==> src/hw/rtl/rsf_pkg.sv <==
package rsf_pkg;

  localparam int MaxWidth  = 2048;
  localparam int MaxHeight = 2048;
  localparam int DimW      = 12;
  localparam int PosW      = $clog2(MaxWidth);
  localparam int ChanW     = 8;
  localparam int PixW      = 3 * ChanW;
  localparam int SumW      = ChanW + 2;

  // configuration register indexes
  localparam logic [1:0] CfgImageWidth  = 2'd0;
  localparam logic [1:0] CfgImageHeight = 2'd1;
  localparam logic [1:0] CfgBandFirst   = 2'd2;
  localparam logic [1:0] CfgBandEnd     = 2'd3;

  // blue in the low byte, then green, then red
  typedef logic [PixW-1:0] pixel_t;
  // entry 0 is the oldest row of the column, entry 2 the newest
  typedef logic [2:0][PixW-1:0] col_t;
  typedef logic [2:0][SumW-1:0] csum_t;

  typedef struct packed {
    logic            emit;
    logic [PosW-1:0] row;
    logic [PosW-1:0] col;
    logic            last;
  } pos_t;

  function automatic csum_t col_sum(col_t c);
    csum_t s;
    for (int k = 0; k < 3; k++) begin
      s[k] = SumW'(c[0][ChanW*k +: ChanW]) + SumW'(c[1][ChanW*k +: ChanW])
           + SumW'(c[2][ChanW*k +: ChanW]);
    end
    return s;
  endfunction

endpackage

==> src/hw/rtl/rsf_col_cell.sv <==
module rsf_col_cell (
  input  logic           clk_i,
  input  logic           rst_ni,
  input  logic           shift_i,
  input  rsf_pkg::col_t  col_i,
  output rsf_pkg::col_t  col_o,
  output rsf_pkg::csum_t sum_o
);
  import rsf_pkg::*;

  col_t col_q;
  csum_t sum_q;

  // column sum is kept alongside the pixels so the kernel stage adds fewer terms
  always_ff @(posedge clk_i or negedge rst_ni) begin
    if (!rst_ni) begin
      col_q <= '0;
      sum_q <= '0;
    end else if (shift_i) begin
      col_q <= col_i;
      sum_q <= col_sum(col_i);
    end
  end

  assign col_o = col_q;
  assign sum_o = sum_q;

endmodule

==> config.mk <==
export PLATFORM = sky130hd
export DESIGN_NAME = rsf_col_cell
export DESIGN_NICKNAME = d
export VERILOG_FILES = /design/src/hw/rtl/rsf_pkg.sv /design/src/hw/rtl/rsf_col_cell.sv
export SDC_FILE = /design/constraint.sdc
export NUM_CORES = 1
export LEC_CHECK = 0
export ABC_AREA = 1
export BUFFER_PORTS_ARGS = -buffer_cell sky130_fd_sc_hd__buf_2
export CAP_MARGIN = 20
export CORE_UTILIZATION = 40
export CTS_CLUSTER_DIAMETER = 50
export DETAILED_ROUTE_END_ITERATION = 6
export HOLD_SLACK_MARGIN = 0.12
export PLACE_DENSITY = 0.63
export SLEW_MARGIN = 20
export SYNTH_ARGS = -nofsm -noshare
export SYNTH_HDL_FRONTEND = slang
export SYNTH_SLANG_ARGS = --single-unit
==> constraint.sdc <==
create_clock -name clk_i -period 1 [get_ports clk_i]
set_clock_uncertainty 0.15 [all_clocks]
set_input_delay 0.2 -clock clk_i [delete_from_list [all_inputs] [get_ports clk_i]]
set_output_delay 0.2 -clock clk_i [all_outputs]
set_load 0.01 [all_outputs]
==> results of run 1 <==
[critical path, cell delays in order]
cell,delay (ns)
buf_6,0.10
fa_2,0.61
ha_4,0.14
inv_2,0.03
fa_2,0.32
inv_2,0.07
nand2_2,0.05
nand2_2,0.06
and2_4,0.14
nand2_1,0.05
nand2_1,0.05
o21ai_1,0.07
[cell type report]
class	instances	area (um^2)	area share
Multi-Input combinational cell	464	2960	0.322
Clock buffer	11	253	0.0275
Antenna cell	1	2.50	0.000272
Sequential cell	102	2550	0.278
Clock inverter	5	57.6	0.00627
Tap cell	172	215	0.0234
Timing Repair Buffer	353	2880	0.314
Inverter	64	267	0.0290
[layout by cell type, fill, tap and decap left out, types with 2 or more instances in the layout]
cell            netlist  routed
nand3_1              29      19
dfrtp_1             102     102
nand2_4               0       6
a21oi_2               0       5
a21oi_1              10       5
buf_2                15     119
clkinvlp_4            0       3
o21ai_0              27      10
buf_4                 2      99
nor2_1               21      19
clkinv_2              0       2
inv_8                 0       3
inv_2                 1      18
buf_8                 0       4
nand2_1             318     289
nand3_2               0       9
fa_2                  0      11
dlymetal6s4s_1        0       5
nor2_2                0       2
inv_1                63      41
buf_6                 0      55
dlygate4sd3_1         0      62
ha_4                  0      21
nand4_1               4       4
nand2_2               0      23
and2_4                0       2
clkbuf_16             0       9
clkbuf_8              0       2
o21ai_1               2      18
fa_1                 27      16
buf_12                0       9
[flip-flops by register name, indices dropped and copies added, names as in the netlist]
name	flops
sum_o	30
col_o	72
[layer usage]
layer | vias up | GRT usage | routed length, um
met3 | 39 | 0.0315 | 793
met1 | 2718 | 0.303 | 7110
met4 | 0 | 0.111 | 544
li1 | 2680 | - | -
met5 | - | 0 | 0
met2 | 211 | 0.433 | 9230
[worst max path at each step]
stage,end,depth (start not counted)
2_1_floorplan,sum_o[25],11
3_3_place_gp,sum_o[27],15
3_5_place_dp,sum_o[25],14
4_1_cts,sum_o[25],12
5_1_grt,sum_o[25],12
6_report,sum_o[25],12
[through the flow]
step / power, mW / hold slack (ns) / TNS, ns / util / setup WS, ns
6_report: 14.3 / 0.0382 / -37.58 / 0.713 / -0.795
5_1_grt: 15.0 / 0.0502 / -41.67 / 0.713 / -0.880
4_1_cts: 13.6 / -0.0743 / -38.77 / 0.666 / -0.807
3_5_place_dp: 9.07 / -0.0452 / -38.13 / 0.549 / -1.27
3_3_place_gp: 9.00 / -0.0432 / -36.75 / 0.549 / -1.24
2_1_floorplan: 7.31 / -0.246 / -19.19 / - / -0.967
[report_power, final]
group          total (mW)  switching [mW]  internal, mW
combinational        5.50            2.67          2.83
clock                3.73            1.66          2.08
sequential           5.03           0.350          4.68
total                14.3            4.67          9.59
[logic make-up after synthesis]
| logic type | share of synthesized area |
|---|---|
| AO/OA/AOI/OAI | 0.0389 |
| AND/OR/NAND/NOR | 0.272 |
| buffers and inverters | 0.0649 |
| flip-flops | 0.475 |
| adder cells (fa/ha/maj) | 0.149 |
[what timing repair did]
item / in CTS / in global routing
setup buffers: 30 / 34
gates resized for setup: 72 / 92
setup endpoints to repair: 129 / 140
hold buffers: 66 / 1
pin swaps: 53 / 73
hold endpoints to repair: 174 / 6
==> out/qor.yml, run 1 <==
port-buffer-count: 176
syn_area_mm2: 0.00538
grt_util_all_layers: 0.247
cap_violations: 0
worst_slack_ns: -0.795
slew-limit-headroom: 0.798
antenna_found_initial: 1
end_kind: "flop"
dieArea_mm2: 0.0139
hold_viol: 0
status: "finished, violations left"
ir_drop_v: 0.000872
violations: "negative setup slack"
drive_gt1_frac: 0.406
vias: 5648
io-pin-count: 177
power_density_mw_per_mm2: 1550
synth.top_cell.area_share: 0.475
cp.arrival_ns: 1.89
ys_types: 20
synth_area_leader_cell: "dfrtp_1"
period_share: 1.79
reg2reg_slack_ns: -0.07
die_h_um: 118
start_util: 0.418
synth_edf_count: 0
row_count: 41
hold_depth: 4
postSynth.asyncResetShare: 1.00
vias_per_cell: 4.82
synth_common_cells: "nand2_1 (318), dfrtp_1 (102), inv_1 (63), nand3_1 (29)"
core-area_mm2: 0.0129
r2r_end: "sum_o[14]"
min_from: "col_i[19]"
ant_nets: 0
max_freq_mhz: 557
cts_root_buffer: "clkbuf_16"
drc: 0
clock_sinks: 102
die_x_um: 118
path_max_fanout: 3
wl_per_cell_um: 15.1
setup_viol: 132
worstSetupStartpoint: "col_i[17]"
ys_seq_area_frac: 0.475
grt_pass1_wl_mm: 27.2
synth_nets: 775
r2r_cells: 4
clkTransAtPathRegs_ns: 0.07
clock_path_buffers: 2
hpwl_mm: 11.1
cp-start-kind: "input pin"
dr.first_iter.drc_count: 236
grt_overflow_total: 0
cts_tree: "done"
synthTopCellsByArea: "dfrtp_1 (47%), nand2_1 (22%), fa_1 (10%), ha_1 (4.9%), inv_1 (4.4%)"
postSynthAreaPerCell_um2: 8.25
yosys_warnings: 0
leakagePower_nw: 4.90
grt_pass1_vias: 5568
dpl.cell_count: 1025
htree_num_levels: 3
clock_latency_ns: 0.35
hold-path-endpoint: "col_o[19]"
synth-seq-cells: 102
fillCellCount: 923
grt_start_max_net_pins: 50
gp_congestion: 0.849
hold_class: "in2reg"
rr_startpoint: "sum_o[14]"
cts_made_buffers: 9
placed_cell_area_mm2: 0.00707
firstDrtPassIters: 5
stdcell_count: 1172
area_growth_syn_to_layout_pct: 70.8
synth_flop_cell: "dfrtp_1"
tightest_slew_ns: 0.303
stdcell_area_mm2: 0.00919
drt-total-wl_mm: 17.7
netlist_instances: 652
synth.most_common_cell: "nand2_1"
rsz0062_at_grt: "yes"
critical_path_required_ns: 1.10
worstSetupPathType: "in2reg"
drv_slew: 0
fin_crit_ns: 1.79
final_nets: 1117
(Power assumes the default switching activity.)
==> run 2: changes to the inputs <==
Clock period 1 ns to 1.9 ns, I/O delays scaled along.
==> run 2 against run 1 <==
The run still ends with negative setup slack left. Final cell count is 9.8% lower. Sequential share of layout area increased by 6.5 points. Count of clock-buffer cells in the layout is 2 lower.
==> out/qor.yml, run 2 (synthesis results as in run 1) <==
status: "finished, violations left"
cts_tree: "done"
ir_drop_v: 0.000394
hold-path-endpoint: "col_o[22]"
gp_congestion: 0.858
cap_violations: 0
hold_viol: 0
cts_root_buffer: "clkbuf_16"
tightest_slew_ns: 0.437
clock_path_buffers: 2
path_max_fanout: 3
slew-limit-headroom: 0.709
cts_made_buffers: 9
fillCellCount: 1202
clock_latency_ns: 0.35
stdcell_area_mm2: 0.00744
cp-start-kind: "input pin"
worstSetupPathType: "in2reg"
rr_startpoint: "sum_o[3]"
rsz0062_at_grt: "yes"
wl_per_cell_um: 13.7
hold_class: "in2reg"
hold_ws_ns: 0.128
dieArea_mm2: 0.0139
r2r_end: "sum_o[3]"
vias: 4979
power_density_mw_per_mm2: 900
dpl.cell_count: 1010
num_antenna_cells: 0
drt-total-wl_mm: 14.5
htree_num_levels: 3
r2r_cells: 2
clkTransAtPathRegs_ns: 0.07
grt_pass1_wl_mm: 24.1
grt_start_max_net_pins: 92
worst_slack_ns: -0.131
die_h_um: 118
grt_pass1_vias: 5043
io-pin-count: 177
largest_reg_flops: 72
area_growth_syn_to_layout_pct: 38.3
min_from: "col_i[22]"
reg2reg_slack_ns: 1.09
die_x_um: 118
stdcell_count: 1057
port-buffer-count: 176
firstDrtPassIters: 4
period_share: 1.07
dp_slack_ns: -0.509
placed_cell_area_mm2: 0.00671
clock_sinks: 102
dr.first_iter.drc_count: 242
layout_commonest_cell: "nand2_1"
violations: "negative setup slack"
core-area_mm2: 0.0129
setup_viol: 5
leakagePower_nw: 4.19
fin_util: 0.578
max_freq_mhz: 492
cp.arrival_ns: 2.11
critical_path_required_ns: 1.98
fin_crit_ns: 2.03
hold_depth: 3
drc: 0
final_cell_mix: "nand2_1 (309), buf_2 (170), dfrtp_1 (102)"
row_count: 41
grt_util_all_layers: 0.218
antenna_found_initial: 0
final_nets: 1003
hpwl_mm: 10.6
start_util: 0.418
ant_nets: 0
drv_slew: 0
grt_overflow_total: 0
vias_per_cell: 4.71
end_kind: "flop"
drive_gt1_frac: 0.301
run 2: worst max-delay path by stage:
stage | startpoint | endpoint | cells after the start
CTS | col_i[65] | sum_o[25] | 12
floorplan | col_i[17] | sum_o[25] | 11
finish | col_i[65] | sum_o[25] | 12
detailed placement | col_i[17] | sum_o[25] | 12
global route | col_i[65] | sum_o[25] | 12
global placement | col_i[17] | sum_o[27] | 13
run 2: final cells by class:
type,instances,area (um^2),share of cell area
clock inverters,7,95.1,0.0128
well taps,172,215,0.0289
clock buffers,9,225,0.0303
repair buffers,239,1500,0.201
inverters,64,241,0.0325
multi-input cells,464,2610,0.351
flip-flops and latches,102,2550,0.343
run 2: stage by stage:
step	TNS (ns)	total power [mW]
3_5_place_dp	-7.45	4.61
5_1_grt	-1.17	7.12
4_1_cts	-0.295	6.72
6_report	-0.412	6.69
2_1_floorplan	-1.45	3.73
3_3_place_gp	-6.85	4.56
run 2: where the power goes:
part           total (mW)  switching (mW)  internal, mW
clock network        2.01           0.850          1.16
logic                2.06            1.16         0.898
registers            2.63           0.164          2.46
run 2: critical path: stages:
cell and delay (ns):
buf_6 0.10, fa_1 0.57, ha_2 0.19, inv_2 0.04
fa_2 0.32, inv_2 0.07, nand2_2 0.05, nand2_2 0.08
and2_4 0.15, nand2_1 0.05, nand2_1 0.06, o21ai_2 0.06
run 2: repair_timing:
item                                    in CTS  in global routing
pin swaps                                    3                  7
endpoints found under the setup margin       6                 15
hold buffers                                25                  2
setup buffers                                1                  3
resized for setup                           10                 20
endpoints found under the hold margin      126                  2
gates cloned                                 0                  0
run 2: metal layers:
metal	global-route usage	routed length, um
met1	0.256	5900
met2	0.389	7450
met3	0.0523	901
met4	0.0721	276
met5	0	0
